File: config.mk
export PLATFORM = sky130hd
export DESIGN_NAME = hid_boot_report_key_differ
export DESIGN_NICKNAME = d
export VERILOG_FILES = /design/src/rtl/core/hbkd_pkg.sv /design/src/rtl/core/hbkd_front.sv /design/src/rtl/core/hbkd_queue.sv /design/src/rtl/core/hbkd_back.sv /design/src/rtl/core/hid_boot_report_key_differ.sv
export VERILOG_INCLUDE_DIRS = /design/src /design/src/rtl/core
export SDC_FILE = /design/constraint.sdc
export NUM_CORES = 1
export LEC_CHECK = 0
export ABC_AREA = 1
export BUFFER_PORTS_ARGS = -buffer_cell sky130_fd_sc_hd__buf_4
export CAP_MARGIN = 10
export CELL_PAD_IN_SITES_DETAIL_PLACEMENT = 2
export CELL_PAD_IN_SITES_GLOBAL_PLACEMENT = 2
export CORE_AREA = 2 2 276 305
export DETAILED_ROUTE_END_ITERATION = 7
export DIE_AREA = 0 0 278 307
export PLACE_DENSITY = 0.75
export SETUP_SLACK_MARGIN = 0.02
export SYNTH_ARGS = -nofsm -noshare
export SYNTH_HDL_FRONTEND = slang
export SYNTH_SLANG_ARGS = --single-unit
File: constraint.sdc
create_clock -name clk_i -period 8.3 [get_ports clk_i]
set_input_delay 0.415 -clock clk_i [delete_from_list [all_inputs] [get_ports clk_i]]
set_output_delay 0.415 -clock clk_i [all_outputs]
set_load 0.05 [all_outputs]
File: src/rtl/core/hid_boot_report_key_differ_assert.svh
// assertion macros shared by the hid boot report key differ rtl
// every macro samples on the rising clock edge and is off during reset
`ifndef HID_BOOT_REPORT_KEY_DIFFER_ASSERT_SVH
`define HID_BOOT_REPORT_KEY_DIFFER_ASSERT_SVH

// plain property check
`define HBKD_ASSERT(lbl, clk, rstn, prop, msg) \
  lbl: assert property (@(posedge clk) disable iff (!rstn) (prop)) else $error(msg);

// overlapping implication check
`define HBKD_ASSERT_IMP(lbl, clk, rstn, ante, cons, msg) \
  lbl: assert property (@(posedge clk) disable iff (!rstn) (ante) |-> (cons)) else $error(msg);

`endif

File: src/rtl/core/hbkd_pkg.sv
// package for the hid boot report key differ: sizes, event codes, work descriptor
// and the usage code to ascii mapping; no dependencies
`default_nettype none

package hbkd_pkg;

  localparam int KeySlots   = 6;
  localparam int InputSlots = 6;
  localparam int EvW        = 1 + 2 * KeySlots;
  localparam int QueueDepth = 2;
  localparam int QPtrW      = (QueueDepth > 1) ? $clog2(QueueDepth) : 1;
  localparam int QCntW      = $clog2(QueueDepth + 1);

  localparam logic [7:0] ShiftMask = 8'h22;

  typedef enum logic [1:0] {
    EvModifier = 2'd0,
    EvPress    = 2'd1,
    EvRelease  = 2'd2
  } hbkd_kind_e;

  // event mask: bit 0 modifier change, then one press bit per slot,
  // then one release bit per slot
  typedef struct packed {
    logic [7:0]                mods;
    logic                      shifted;
    logic [KeySlots-1:0][7:0]  new_keys;
    logic [KeySlots-1:0][7:0]  old_keys;
    logic [EvW-1:0]            mask;
  } hbkd_work_t;

  function automatic logic [6:0] map_char(input logic [7:0] code, input logic shifted);
    logic [6:0] ch;
    ch = '0;
    case (code) inside
      [8'd4:8'd29]: ch = (shifted ? 7'h41 : 7'h61) + 7'(code - 8'd4);
      8'd30: ch = shifted ? 7'h21 : 7'h31;
      8'd31: ch = shifted ? 7'h40 : 7'h32;
      8'd32: ch = shifted ? 7'h23 : 7'h33;
      8'd33: ch = shifted ? 7'h24 : 7'h34;
      8'd34: ch = shifted ? 7'h25 : 7'h35;
      8'd35: ch = shifted ? 7'h5e : 7'h36;
      8'd36: ch = shifted ? 7'h26 : 7'h37;
      8'd37: ch = shifted ? 7'h2a : 7'h38;
      8'd38: ch = shifted ? 7'h28 : 7'h39;
      8'd39: ch = shifted ? 7'h29 : 7'h30;
      8'd40: ch = 7'h0a;
      8'd41: ch = 7'h1b;
      8'd42: ch = 7'h08;
      8'd43: ch = 7'h09;
      8'd44: ch = 7'h20;
      8'd45: ch = shifted ? 7'h5f : 7'h2d;
      8'd46: ch = shifted ? 7'h2b : 7'h3d;
      8'd47: ch = shifted ? 7'h7b : 7'h5b;
      8'd48: ch = shifted ? 7'h7d : 7'h5d;
      8'd49: ch = shifted ? 7'h7c : 7'h5c;
      8'd50: ch = shifted ? 7'h7e : 7'h23;
      8'd51: ch = shifted ? 7'h3a : 7'h3b;
      8'd52: ch = shifted ? 7'h22 : 7'h27;
      8'd53: ch = shifted ? 7'h7e : 7'h60;
      8'd54: ch = shifted ? 7'h3c : 7'h2c;
      8'd55: ch = shifted ? 7'h3e : 7'h2e;
      8'd56: ch = shifted ? 7'h3f : 7'h2f;
      default: ch = '0;
    endcase
    return ch;
  endfunction

endpackage

`default_nettype wire

File: src/rtl/core/hbkd_front.sv
// front end: accepts reports, diffs them against the previous report and
// builds the event descriptor; depends on hbkd_pkg
`default_nettype none

module hbkd_front import hbkd_pkg::*; (
  input  logic                       clk_i,
  input  logic                       rst_ni,
  input  logic                       in_valid_i,
  output logic                       in_stall_o,
  input  logic [7:0]                 modifiers_i,
  input  logic [InputSlots-1:0][7:0] slots_i,
  input  logic                       q_full_i,
  output logic                       push_o,
  output hbkd_work_t                 work_o
);

  logic [7:0]               prev_mods_q, prev_mods_d;
  logic [KeySlots-1:0][7:0] prev_keys_q, prev_keys_d;
  logic [KeySlots-1:0][7:0] keys;
  logic [KeySlots-1:0]      press, release_bits;
  logic                     accept;

  // slots beyond the report read as empty
  for (genvar i = 0; i < KeySlots; i++) begin : g_keys
    if (i < InputSlots) begin : g_in
      assign keys[i] = slots_i[i];
    end else begin : g_pad
      assign keys[i] = '0;
    end
  end

  always_comb begin
    for (int i = 0; i < KeySlots; i++) begin
      logic hit_old, hit_new;
      hit_old = 1'b0;
      hit_new = 1'b0;
      for (int j = 0; j < KeySlots; j++) begin
        hit_old = hit_old | (prev_keys_q[j] == keys[i]);
        hit_new = hit_new | (keys[j] == prev_keys_q[i]);
      end
      press[i]        = (keys[i] != '0) && !hit_old;
      release_bits[i] = (prev_keys_q[i] != '0) && !hit_new;
    end
  end

  always_comb begin
    work_o.mods     = modifiers_i;
    work_o.shifted  = (modifiers_i & ShiftMask) != '0;
    work_o.new_keys = keys;
    work_o.old_keys = prev_keys_q;
    work_o.mask     = {release_bits, press, modifiers_i != prev_mods_q};
  end

  assign in_stall_o = q_full_i;
  assign accept     = in_valid_i && !q_full_i;
  // a report with nothing to say is dropped here
  assign push_o     = accept && (work_o.mask != '0);

  always_comb begin
    prev_mods_d = prev_mods_q;
    prev_keys_d = prev_keys_q;
    if (accept) begin
      prev_mods_d = modifiers_i;
      prev_keys_d = keys;
    end
  end

  always_ff @(posedge clk_i or negedge rst_ni) begin
    if (!rst_ni) begin
      prev_mods_q <= '0;
      prev_keys_q <= '0;
    end else begin
      prev_mods_q <= prev_mods_d;
      prev_keys_q <= prev_keys_d;
    end
  end

endmodule

`default_nettype wire

File: src/rtl/core/hbkd_queue.sv
// short descriptor queue between front and back end
// depends on hbkd_pkg and the assertion macro header
`default_nettype none
`include "hid_boot_report_key_differ_assert.svh"

module hbkd_queue import hbkd_pkg::*; (
  input  logic       clk_i,
  input  logic       rst_ni,
  input  logic       push_i,
  input  hbkd_work_t push_data_i,
  output logic       full_o,
  input  logic       pop_i,
  output logic       valid_o,
  output hbkd_work_t pop_data_o
);

  hbkd_work_t       mem_q [QueueDepth];
  logic [QPtrW-1:0] wr_ptr_q, wr_ptr_d, rd_ptr_q, rd_ptr_d;
  logic [QCntW-1:0] count_q, count_d;

  function automatic logic [QPtrW-1:0] ptr_inc(input logic [QPtrW-1:0] p);
    return (p == QPtrW'(QueueDepth - 1)) ? '0 : p + 1'b1;
  endfunction

  assign full_o     = count_q == QCntW'(QueueDepth);
  assign valid_o    = count_q != '0;
  assign pop_data_o = mem_q[rd_ptr_q];

  always_comb begin
    wr_ptr_d = push_i ? ptr_inc(wr_ptr_q) : wr_ptr_q;
    rd_ptr_d = pop_i ? ptr_inc(rd_ptr_q) : rd_ptr_q;
    count_d  = count_q;
    if (push_i && !pop_i) begin
      count_d = count_q + 1'b1;
    end else if (pop_i && !push_i) begin
      count_d = count_q - 1'b1;
    end
  end

  always_ff @(posedge clk_i or negedge rst_ni) begin
    if (!rst_ni) begin
      wr_ptr_q <= '0;
      rd_ptr_q <= '0;
      count_q  <= '0;
    end else begin
      wr_ptr_q <= wr_ptr_d;
      rd_ptr_q <= rd_ptr_d;
      count_q  <= count_d;
    end
  end

  always_ff @(posedge clk_i) begin
    if (push_i) begin
      mem_q[wr_ptr_q] <= push_data_i;
    end
  end

  `HBKD_ASSERT(a_no_overflow, clk_i, rst_ni, !(push_i && full_o), "push into full queue")
  `HBKD_ASSERT(a_no_underflow, clk_i, rst_ni, !(pop_i && !valid_o), "pop from empty queue")
  `HBKD_ASSERT_IMP(a_count_step, clk_i, rst_ni, push_i && !pop_i, count_d == count_q + 1'b1, "queue count lost a push")

endmodule

`default_nettype wire

File: src/rtl/core/hbkd_back.sv
// back end: walks the event mask of one descriptor, one event per cycle unless
// the output stalls, into the output register; depends on hbkd_pkg and the assertion macro header
`default_nettype none
`include "hid_boot_report_key_differ_assert.svh"

module hbkd_back import hbkd_pkg::*; (
  input  logic       clk_i,
  input  logic       rst_ni,
  input  logic       q_valid_i,
  input  hbkd_work_t q_data_i,
  output logic       pop_o,
  output logic       out_valid_o,
  input  logic       out_stall_i,
  output logic [1:0] event_kind_o,
  output logic [7:0] key_code_o,
  output logic [6:0] ascii_char_o,
  output logic [7:0] current_modifiers_o,
  output logic       last_event_o
);

  hbkd_work_t     work_q, work_d;
  logic           work_valid_q, work_valid_d;
  logic           out_valid_q, out_valid_d;
  hbkd_kind_e     kind_q, kind_d;
  logic [7:0]     code_q, code_d;
  logic [6:0]     char_q, char_d;
  logic [7:0]     mods_q, mods_d;
  logic           last_q, last_d;
  logic [EvW-1:0] pick, rest;
  logic           advance, emit, finish;

  always_comb begin
    advance = !out_valid_q || !out_stall_i;
    // isolate the lowest pending event
    pick    = work_q.mask & (~work_q.mask + 1'b1);
    rest    = work_q.mask & ~pick;
    emit    = work_valid_q && advance;
    finish  = emit && (rest == '0);
    pop_o   = q_valid_i && (!work_valid_q || finish);

    code_d = '0;
    char_d = '0;
    if (pick[0]) begin
      kind_d = EvModifier;
    end else if (pick[KeySlots:1] != '0) begin
      kind_d = EvPress;
    end else begin
      kind_d = EvRelease;
    end
    for (int i = 0; i < KeySlots; i++) begin
      if (pick[1 + i]) begin
        code_d = code_d | work_q.new_keys[i];
        char_d = char_d | map_char(work_q.new_keys[i], work_q.shifted);
      end
      if (pick[1 + KeySlots + i]) begin
        code_d = code_d | work_q.old_keys[i];
      end
    end
    mods_d = work_q.mods;
    last_d = rest == '0;

    out_valid_d = advance ? emit : out_valid_q;

    work_valid_d = work_valid_q;
    work_d       = work_q;
    if (pop_o) begin
      work_valid_d = 1'b1;
      work_d       = q_data_i;
    end else if (finish) begin
      work_valid_d = 1'b0;
    end else if (emit) begin
      work_d.mask = rest;
    end
  end

  always_ff @(posedge clk_i or negedge rst_ni) begin
    if (!rst_ni) begin
      work_valid_q <= 1'b0;
      out_valid_q  <= 1'b0;
    end else begin
      work_valid_q <= work_valid_d;
      out_valid_q  <= out_valid_d;
    end
  end

  always_ff @(posedge clk_i) begin
    work_q <= work_d;
    if (emit) begin
      kind_q <= kind_d;
      code_q <= code_d;
      char_q <= char_d;
      mods_q <= mods_d;
      last_q <= last_d;
    end
  end

  assign out_valid_o         = out_valid_q;
  assign event_kind_o        = kind_q;
  assign key_code_o          = code_q;
  assign ascii_char_o        = char_q;
  assign current_modifiers_o = mods_q;
  assign last_event_o        = last_q;

  `HBKD_ASSERT_IMP(a_work_has_events, clk_i, rst_ni, work_valid_q, work_q.mask != '0, "idle descriptor held as busy")
  `HBKD_ASSERT_IMP(a_report_continues, clk_i, rst_ni, out_valid_q && !last_q, work_valid_q, "report ended without last flag")
  `HBKD_ASSERT_IMP(a_pop_has_data, clk_i, rst_ni, pop_o, q_valid_i, "descriptor loaded from empty queue")

endmodule

`default_nettype wire

File: src/rtl/core/hid_boot_report_key_differ.sv
// top level of the hid boot report key differ: front end, descriptor queue
// and back end; depends on hbkd_pkg, hbkd_front, hbkd_queue and hbkd_back
//
//   channel  direction  handshake               payload
//   in       sink       in_valid_i / in_stall_o  modifiers_i, key_slot_0_i .. key_slot_5_i
//   out      source     out_valid_o / out_stall_i
//                                                event_kind_o, key_code_o, ascii_char_o,
//                                                current_modifiers_o, last_event_o
//
// a report is taken whenever the two-entry descriptor queue has room
// a report with n events gives n output transactions,
// one event per cycle out of the back end's mask walker unless the output stalls (1 to 13 per report)
// a report that changes nothing gives no transaction but is still taken
// reset clears the previous modifier byte and key slots to zero
// output stalls fill the queue and then raise in_stall_o; the two sides stall apart
`default_nettype none

module hid_boot_report_key_differ import hbkd_pkg::*; (
  input  logic       clk_i,
  input  logic       rst_ni,
  input  logic       in_valid_i,
  output logic       in_stall_o,
  input  logic [7:0] modifiers_i,
  input  logic [7:0] key_slot_0_i,
  input  logic [7:0] key_slot_1_i,
  input  logic [7:0] key_slot_2_i,
  input  logic [7:0] key_slot_3_i,
  input  logic [7:0] key_slot_4_i,
  input  logic [7:0] key_slot_5_i,
  output logic       out_valid_o,
  input  logic       out_stall_i,
  output logic [1:0] event_kind_o,
  output logic [7:0] key_code_o,
  output logic [6:0] ascii_char_o,
  output logic [7:0] current_modifiers_o,
  output logic       last_event_o
);

  logic [InputSlots-1:0][7:0] slots;
  hbkd_work_t                 push_data, pop_data;
  logic                       push, full, pop, q_valid;

  assign slots = {key_slot_5_i, key_slot_4_i, key_slot_3_i,
                  key_slot_2_i, key_slot_1_i, key_slot_0_i};

  hbkd_front u_front (
    .clk_i       (clk_i),
    .rst_ni      (rst_ni),
    .in_valid_i  (in_valid_i),
    .in_stall_o  (in_stall_o),
    .modifiers_i (modifiers_i),
    .slots_i     (slots),
    .q_full_i    (full),
    .push_o      (push),
    .work_o      (push_data)
  );

  hbkd_queue u_queue (
    .clk_i       (clk_i),
    .rst_ni      (rst_ni),
    .push_i      (push),
    .push_data_i (push_data),
    .full_o      (full),
    .pop_i       (pop),
    .valid_o     (q_valid),
    .pop_data_o  (pop_data)
  );

  hbkd_back u_back (
    .clk_i               (clk_i),
    .rst_ni              (rst_ni),
    .q_valid_i           (q_valid),
    .q_data_i            (pop_data),
    .pop_o               (pop),
    .out_valid_o         (out_valid_o),
    .out_stall_i         (out_stall_i),
    .event_kind_o        (event_kind_o),
    .key_code_o          (key_code_o),
    .ascii_char_o        (ascii_char_o),
    .current_modifiers_o (current_modifiers_o),
    .last_event_o        (last_event_o)
  );

endmodule

`default_nettype wire
* After elaboration in Yosys (flattened, before gate mapping)
Memories as Yosys holds them, arrays and structs flattened. Index checks and enable logic that the tools add are counted.
Storage, ports and cells: bits in writable memories 236, memories kept 1, register bits after elaboration 206, input bits 60, output and inout port bits 28, word-level logic and storage cells 671
Memory list:
- u_queue.mem_q | words 2, width 118, rd ports 1, clocked after Yosys merged registers in 0, wr ports 1, RTL line hbkd_queue.sv:17 | hbkd_work_t mem_q [QueueDepth];
Cells by class: bitwise logic cells 80, mux-type cells 226, reductions and logical operators 66, equality and inequality tests 237, $add $sub $neg 17, $lt $le $gt $ge 12
Operators by type and width (number):
- 7-bit 2-to-1 mux | 183
- 8-bit by 6-bit equality test with 1-bit output (second input constant) | 150
- 8-bit equality test | 72
- 8-bit nonzero test | 13
- 8-bit by 5-bit equality test with 1-bit output (second input constant) | 12
- 8-bit 2-to-1 mux | 12
- 8-bit OR | 11
- 5-bit 2-to-1 mux | 13
- 1-bit OR | 60
- 8-bit by 3-bit greater-or-equal comparator with 1-bit output (second input constant) | 6
- 8-bit by 5-bit <= comparator with 1-bit output (second input constant) | 6
- 7-bit adder | 6
- 7-bit by 3-bit subtractor with 7-bit output (second input constant) | 6
- 13-bit 2-to-1 mux | 3
- 7-bit OR | 5
- 13-bit AND | 2
- 13-bit NOT | 2
- 1-bit logical AND | 25
- 6-bit 2-to-1 mux | 4
- 1-bit logical NOT | 18
- 13-bit by 1-bit adder with 13-bit output (second input constant) | 1
- 13-bit logical NOT | 1
- 13-bit nonzero test | 1
- 8-bit inequality test | 1
- other kinds (12) | 25

* Logic depth before layout (Yosys ltp)
Gate-level depths: netlist of the first run.
depth after elaboration 40, depth in mapped cells 28, depth with buffers taken out 27

* By module
A second synthesis of the first run with hierarchy kept.
Second synthesis, totals: cells, all modules 3512, area total of the unflattened synthesis 29371.9 µm²
By module, submodules not included:
- hbkd_back | cells an instance 1826, area an instance 12537.0 µm², instances 1, seq. area each 4374.2 µm²
- hbkd_queue | cells an instance 392, area an instance 8764.7 µm², instances 1, seq. area each 7186.9 µm²
- hbkd_front | cells an instance 1294, area an instance 8070.2 µm², instances 1, seq. area each 1401.3 µm²

* Worst setup path after synthesis of the first run
No wires, ideal clock.
path type input-to-reg, start point input key_slot_4_i[2], end point memory u_queue.mem_q[1][0] (netlist name) (enable), path buffers 1, cell stages on the path 11, required time 7703 ps, path slack 909 ps, data arrival time 6794 ps, cells stage by stage clkbuf_1 inv_1 nor2_1 nor3_1 and3_1 or2_2 nor3_1 nor4_1 nand4_1 nand2_1 nor2_1
RTL lines:
- start: declaration | RTL line hid_boot_report_key_differ.sv:28 | input logic [7:0] key_slot_4_i,
- end: declaration | RTL line hbkd_queue.sv:17

==> flow_summary_export.csv, run 1 <==
group,metric,value,unit
sta,period_share,0.662,
synth,syn_avg_cell_area,7.79,µm²
sta,rsz0062_at_grt,"false",
cts,ctsResizeCount,0,
cts,cts_root_buf,"clkbuf_16",
placed_design,place_ws,2.93,ns
final_layout,layout_commonest_cell,"nand2_1",
sta,min_period,5.49,ns
final_layout,drive_gt1_frac,0.0580,
sta,fin_ws,2.81,ns
die,initial_core_util,0.336,
synth,synth-edff-count,380,
sta,clock_skew,0.0304,ns
worst_hold_path,whs_path_depth,1,
synth,yosys_warnings,0,
placed_design,gp_congestion,0.972,
die,core,82600,µm²
critical_path,startpoint_type,"flip-flop",
cts,numCtsBuffers,48,
die,die_w,278,µm
synth,syn-instance-count,3564,
cts,cts_tree,"done",
sta,final-hold-violation-count,0,
cts,post_cts_buffers,0,
global_routing,grt_pass1_vias,27315,
cts,clkSinkCount,442,
die,dieArea,85300,µm²
critical_path,required,8.51,ns
global_routing,grtUsageTotal,0.279,
detailed_routing,route.detailed.drc,0,
placed_design,place_area,29300,µm²
synth,synth.distinct_cells,57,
synth,yosysSeqAreaShare,0.467,
critical_path,cp_slowest_stage_delay,0.83,ns
cts,ctsHoldBuffers,2,
critical_path,path_cells,"inv_1 -> nand2_1 -> a22oi_1 -> inv_1 -> nor2_1 -> and3_1 -> nand3b_1 -> nor3_1 -> nor4_1 -> nand4_1 -> nand2_1 -> nor2_4 -> buf_4 -> buf_4",
sta,finalSetupTns,0,ns
final_layout,final_nets,3708,
sta,tightest_slew,1.14,ns
critical_path,regToRegStartpoint,"u_front.work_o[22]",
die,ios,88,
cts,htreeDepth,2,
final_layout,utilization,0.374,
critical_path,ff2ff_setup_slack,2.81,ns
sta,final_max_slew_viol_count,0,
synth,yosysTopAreaCellShare,0.411,
die,placementRows,111,
placed_design,hpwl,91500,µm
critical_path,cpMaxStageDelayCell,"nor2_4",
final_layout,multiInputGateArea,12700,µm²
global_routing,grt.overflow.total,0,
synth,ys_ff_latch,442,
detailed_routing,drtPass1Iterations,7,
die,die_h,307,µm
detailed_routing,route.detailed.wl_per_inst,25.7,µm
synth,synth_top_cell_by_area,"edfxtp_1",
job,drv_cap,0,
synth,synth_area_leaders,"edfxtp_1, nand2_1, dfrtp_1",
power,total_power,7.44,mW
critical_path,end_kind,"flip-flop",
detailed_routing,routed_via_density,5.43,
power,power_density,241,nW/µm²
critical_path,r2r_end,"u_queue.mem_q[1][14]",
power,ir_drop,133,µV
final_layout,area_growth,11.3,%
power,leakage,13.6,nW
critical_path,crit_fanout,51,
global_routing,antenna_found_initial,1,
critical_path,crit_arrival,5.70,ns
synth,synth_flop_cell,"edfxtp_1",
worst_hold_path,hold_class,"in2reg",
critical_path,critical_path.startpoint,"u_front.work_o[22]",
detailed_routing,ant_nets,0,
global_routing,grt_max_degree,89,
critical_path,setup.worst_path.end,"u_queue.mem_q[1][14]",
final_layout,stdcell_area,30900,µm²
placed_design,io_buffer_count,87,
detailed_routing,vias,25408,
final_layout,nFillCells,9577,
cts,clockBufferDepth,3,
final_layout,seq_area,13000,µm²
cts,path_clk_slew,0.06,ns
detailed_routing,drt_wl_total,120000,µm
synth,synthesis.nets,3709,
synth,async_flop_share,0.140,
final_layout,mostFrequentLayoutCells,"nand2_1, inv_1, edfxtp_1",
detailed_routing,drt_iter0_drc,1725,
sta,fmax,0.182,GHz
cts,clock_latency,0.61,ns
sta,setup_viol,0,
synth,netlist_area,27800,µm²
sta,max-slew-margin-rel,0.236,
critical_path,path_class,"reg2reg",
global_routing,grt_pass1_wl,179000,µm
critical_path,rr_worst_depth,14,
outcome,outcome,"complete, no violations",
per-stage QoR:
step | cells | hold slack [ns]
after detailed placement | 4584 | 0.379
after global placement | 4584 | 0.384
after floorplan | 3564 | 0.119
after CTS | 4674 | 0.00807
final | 4677 | 0.0330
after global routing | 4674 | 0.0208
registers in the layout, summed over array words and instances, names as in the netlist, 2 cells and up:
name	count
u_back.ascii_char_o	7
u_queue.count_q	2
u_front.work_o	48
u_back.key_code_o	8
u_back.mods_d	8
u_back.event_kind_o	2
u_back.work_q	110
u_back.current_modifiers_o	8
u_front.prev_mods_q	8
u_queue.mem_q	236
synth_stat cells, drive strengths merged, types with 2 or more instances:
library cell and number:
o21bai 5, a21oi 119, nand4 75, a221oi 8, ha 85, a31oi 33, and3 16, dfrtp 62
xnor2 28, clkinv 4, nand3 139, o311ai 3, inv 403, nor2 376, o2111ai 5, a21boi 5
o22ai 15, o21ai 153, a211oi 5, nor3 87, or2 8, clkbuf 139, edfxtp 380, a22oi 26
nand3b 4, xor2 88, o221ai 6, o31ai 7, buf 16, o21a 4, nand2 1169, o211ai 22
nor4 56, o41ai 2
per-layer routing:
layer  part of all wire  up-vias  global-route usage
met5                  0        -                   0
met4              0.058        0               0.145
met3              0.033      268              0.0246
met2               0.50      562               0.495
met1               0.41    12812               0.336
li1                   -    11766                   -
final cells by class:
type / instances / share of cell area
Sequential cell: 442 / 0.420
Multi-Input combinational cell: 2560 / 0.411
Inverter: 407 / 0.0498
Tap cell: 1073 / 0.0435
Clock buffer: 63 / 0.0420
Timing Repair Buffer: 104 / 0.0258
Clock inverter: 25 / 0.00778
Antenna cell: 3 / 0.000243
power by group:
group | leakage, nW | switching, mW | internal (mW)
logic | 8.58 | 1.22 | 0.475
clock network | 0.747 | 0.958 | 1.21
registers | 4.23 | 0.599 | 2.98
worst max-delay path: cells and delay by family, from the launching register on:
family | cells | cell delay (ns)
buffers and inverters | 4 | 1.72
AO/OA/AOI/OAI | 1 | 0.08
AND/OR/NAND/NOR | 9 | 2.51
flip-flops | 1 | 0.69
how the worst min path moves through the flow:
stage                                 end           start  slack [ns]
CTS                 u_queue.mem_q[1][114]  modifiers_i[4]       0.008
global route        u_queue.mem_q[1][114]  modifiers_i[4]        0.02
detailed placement     u_back.out_valid_o          rst_ni        0.38
finish              u_queue.mem_q[1][114]  modifiers_i[4]        0.03
floorplan              u_back.out_valid_o          rst_ni        0.12
global placement       u_back.out_valid_o          rst_ni        0.38
kinds of logic (layout without fill, tap and decap cells):
group                    count (synthesis)  count (layout)  synth area share
AND/OR/NAND/NOR                       1935            1935             0.291
buffers and inverters                  562             599            0.0768
flip-flops                             442             442             0.467
AO/OA/AOI/OAI                          424             424            0.0907
XOR/XNOR                               116             116            0.0366
adder cells (fa/ha/maj)                 85              85            0.0383
other                                    0               3                 0
Power figures use the tool's default switching activity.
==> run 2: changes to the inputs <==
--- a/config.mk
+++ b/config.mk
@@ -6,15 +6,15 @@
 export SDC_FILE = /design/constraint.sdc
 export NUM_CORES = 1
 export LEC_CHECK = 0
-export ABC_AREA = 1
+export ABC_AREA = 0
 export BUFFER_PORTS_ARGS = -buffer_cell sky130_fd_sc_hd__buf_4
 export CAP_MARGIN = 10
 export CELL_PAD_IN_SITES_DETAIL_PLACEMENT = 2
 export CELL_PAD_IN_SITES_GLOBAL_PLACEMENT = 2
-export CORE_AREA = 2 2 276 305
+export CORE_AREA = 2 2 278 307
 export DETAILED_ROUTE_END_ITERATION = 7
-export DIE_AREA = 0 0 278 307
-export PLACE_DENSITY = 0.75
+export DIE_AREA = 0 0 280 309
+export PLACE_DENSITY = 0.71
 export SETUP_SLACK_MARGIN = 0.02
 export SYNTH_ARGS = -nofsm -noshare
 export SYNTH_HDL_FRONTEND = slang
==> constraint.sdc (replaced) <==
create_clock -name clk_i -period 4.62 [get_ports clk_i]
set_input_delay 0.231 -clock clk_i [delete_from_list [all_inputs] [get_ports clk_i]]
set_output_delay 0.231 -clock clk_i [all_outputs]
set_load 0.05 [all_outputs]
==> run 2 against run 1 <==
Effect of this change: global-route usage fell by 2.7 points; largest power group unchanged; final cell count fell by 19%; critical endpoint is now u_back.work_q[13]; clock power up 83%; critical path type unchanged; first-iteration DRC count decreased by 7.1%.
==> flow_summary_export.csv, run 2 <==
group,metric,value,unit
sta,rsz0062_at_grt,"false",
sta,finalSetupTns,0,ns
die,placementRows,111,
critical_path,rr_worst_depth,9,
worst_hold_path,hold_start,"key_slot_1_i[4]",
power,p_int,6.75,mW
final_layout,regMostFlops,"u_queue.mem_q",
die,ios,88,
detailed_routing,drtPass1Iterations,8,
worst_hold_path,min_to,"u_queue.mem_q[1][73]",
detailed_routing,drt_wl_total,111000,µm
die,core,83200,µm²
cts,post_cts_buffers,0,
critical_path,end_kind,"flip-flop",
cts,cts_root_buf,"clkbuf_16",
critical_path,r2r_end,"u_back.work_q[13]",
sta,min_period,4.06,ns
critical_path,cp_slowest_stage_delay,0.65,ns
final_layout,drive_gt1_frac,0.153,
detailed_routing,routed_via_density,5.93,
synth,yosysTopAreaCellShare,0.406,
synth,synth_area_leaders,"edfxtp_1, xor2_1, mux2_2",
critical_path,crit_fanout,33,
synth,ys_ff_latch,442,
cts,htreeDepth,2,
critical_path,startpoint_type,"flip-flop",
placed_design,hpwl,80100,µm
placed_design,gp_congestion,0.885,
global_routing,grtUsageTotal,0.252,
critical_path,required,4.89,ns
synth,syn-instance-count,2696,
final_layout,nFillCells,8704,
synth,syn_avg_cell_area,10.4,µm²
power,p_sw_frac,0.235,
power,seqPwrFrac,0.492,
cts,ctsHoldBuffers,41,
global_routing,grt.overflow.total,0,
cts,cts_tree,"done",
synth,ys_top_cells_by_count,"edfxtp_1, nand2_1, xor2_1, clkbuf_1, mux2_2",
sta,tightest_slew,1.22,ns
synth,async_flop_share,0.140,
cts,ctsResizeCount,0,
synth,synthesis.nets,2841,
critical_path,path_buf_inv,2,
cts,clockBufferDepth,3,
final_layout,mostFrequentLayoutCells,"edfxtp_1, nand2_1, xor2_1",
sta,max-slew-margin-rel,0.185,
die,dieArea,86500,µm²
synth,netlist_area,28100,µm²
critical_path,regToRegStartpoint,"u_back.work_q[0]",
sta,fmax,0.246,GHz
die,die_h,309,µm
global_routing,antenna_found_initial,1,
cts,clkSinkCount,442,
critical_path,ff2ff_setup_slack,0.56,ns
power,ir_drop,271,µV
detailed_routing,vias,22511,
power,p_switching,2.08,mW
synth,synth.distinct_cells,90,
detailed_routing,drt_iter0_drc,1602,
power,leakage,11.8,nW
critical_path,crit_family,"simple AND/OR/NAND/NOR gates",
synth,yosysSeqAreaShare,0.462,
power,power_density,279,nW/µm²
synth,yosysMostFrequentCell,"edfxtp_1",
sta,final-hold-violation-count,0,
worst_hold_path,whs_path_depth,1,
global_routing,grt_pass1_vias,24519,
sta,clock_skew,0.0354,ns
synth,synth_top_cell_by_area,"edfxtp_1",
cts,numCtsBuffers,48,
power,power.share.combinational,0.059,
worst_hold_path,hold_class,"in2reg",
cts,path_clk_slew,0.06,ns
detailed_routing,route.detailed.drc,0,
global_routing,grt_max_degree,77,
die,initial_core_util,0.338,
detailed_routing,route.detailed.wl_per_inst,29.1,µm
placed_design,io_buffer_count,87,
sta,setup_viol,0,
job,drv_cap,0,
critical_path,path_class,"reg2reg",
global_routing,grt_pass1_wl,165000,µm
final_layout,layout_commonest_cell,"edfxtp_1",
final_layout,final_nets,2827,
final_layout,largest_reg_flops,236,
sta,hold-worst-slack,0.0224,ns
detailed_routing,route.top_layer_used,"met5",
power,clkPwrFrac,0.449,
outcome,outcome,"complete, no violations",
sta,period_share,0.879,
synth,synth_flop_cell,"edfxtp_1",
synth,yosys_warnings,0,
final_layout,area_growth,12.7,%
cts,clock_latency,0.61,ns
detailed_routing,met1_length,45300,µm
detailed_routing,wl_met3,3940,µm
critical_path,crit_path_frequent_cell,"o21ai_2",
critical_path,path_cells,"or4_4 -> nor4b_4 -> nand2_2 -> a211oi_1 -> o211ai_1 -> o21ai_2 -> o21ai_2 -> clkinvlp_4 -> buf_12",
die,die_w,280,µm
sta,final_max_slew_viol_count,0,
critical_path,crit_arrival,4.33,ns
detailed_routing,dr_wl_met2,57400,µm
synth,synth-edff-count,380,
critical_path,cpMaxStageDelayCell,"or4_4",
detailed_routing,ant_nets,0,
[run 2: per-layer routing]
layer	up-vias	global-route usage
met5	-	0
met2	553	0.459
li1	9954	-
met3	160	0.0242
met1	11842	0.310
met4	2	0.0888
[run 2: worst max path at each step]
stage | startpoint | endpoint | slack (ns) | cells after the start
3_3_place_gp | u_back.work_q[0] | u_back.work_q[75] | 0.75 | 9
6_report | u_back.work_q[0] | u_back.work_q[13] | 0.56 | 9
4_1_cts | u_back.work_q[0] | u_back.work_q[17] | 0.52 | 9
3_5_place_dp | u_back.work_q[0] | u_back.work_q[74] | 0.60 | 9
5_1_grt | u_back.work_q[0] | u_back.work_q[23] | 0.22 | 9
2_1_floorplan | u_front.work_o[20] | u_queue.mem_q[0][0] | 0.48 | 9
[run 2: cells by family after synthesis]
logic type / count (synthesis) / synth area share
adders and majority gates: 87 / 0.0386
and+or+nand+nor: 746 / 0.139
xor gates and xnor gates: 331 / 0.103
buffers and inverters: 323 / 0.0461
AOI/OAI and AO/OA: 578 / 0.137
DFF: 442 / 0.462
muxes: 189 / 0.0746
[run 2: stage by stage]
stage | setup slack (ns) | power [mW] | cells | util | instance area, µm²
2_1_floorplan | 0.479 | 4.68 | 2696 | - | 28100
3_3_place_gp | 0.748 | 4.89 | 3664 | 0.356 | 29700
3_5_place_dp | 0.601 | 4.91 | 3664 | 0.356 | 29700
4_1_cts | 0.517 | 8.88 | 3793 | 0.381 | 31700
5_1_grt | 0.220 | 9.04 | 3793 | 0.381 | 31700
6_report | 0.560 | 8.83 | 3794 | 0.381 | 31700
[run 2: layout make-up]
| type | count | area (µm²) | area share |
|---|---|---|---|
| Clock inverter | 22 | 233 | 0.00735 |
| Tap cell | 1073 | 1340 | 0.0424 |
| Clock buffer | 66 | 1370 | 0.0433 |
| Antenna cell | 1 | 2.50 | 0.0000790 |
| Inverter | 75 | 285 | 0.00901 |
| Multi-Input combinational cell | 1931 | 13900 | 0.438 |
| Sequential cell | 442 | 13000 | 0.409 |
| Timing Repair Buffer | 184 | 1610 | 0.0508 |
[run 2: power by group through the flow]
stage	logic (mW)	clock network, mW	registers, mW
2_1_floorplan	0.224	0	4.45
3_3_place_gp	0.461	0	4.43
3_5_place_dp	0.483	0	4.43
4_1_cts	0.518	4.02	4.34
5_1_grt	0.542	4.15	4.35
6_report	0.519	3.96	4.35
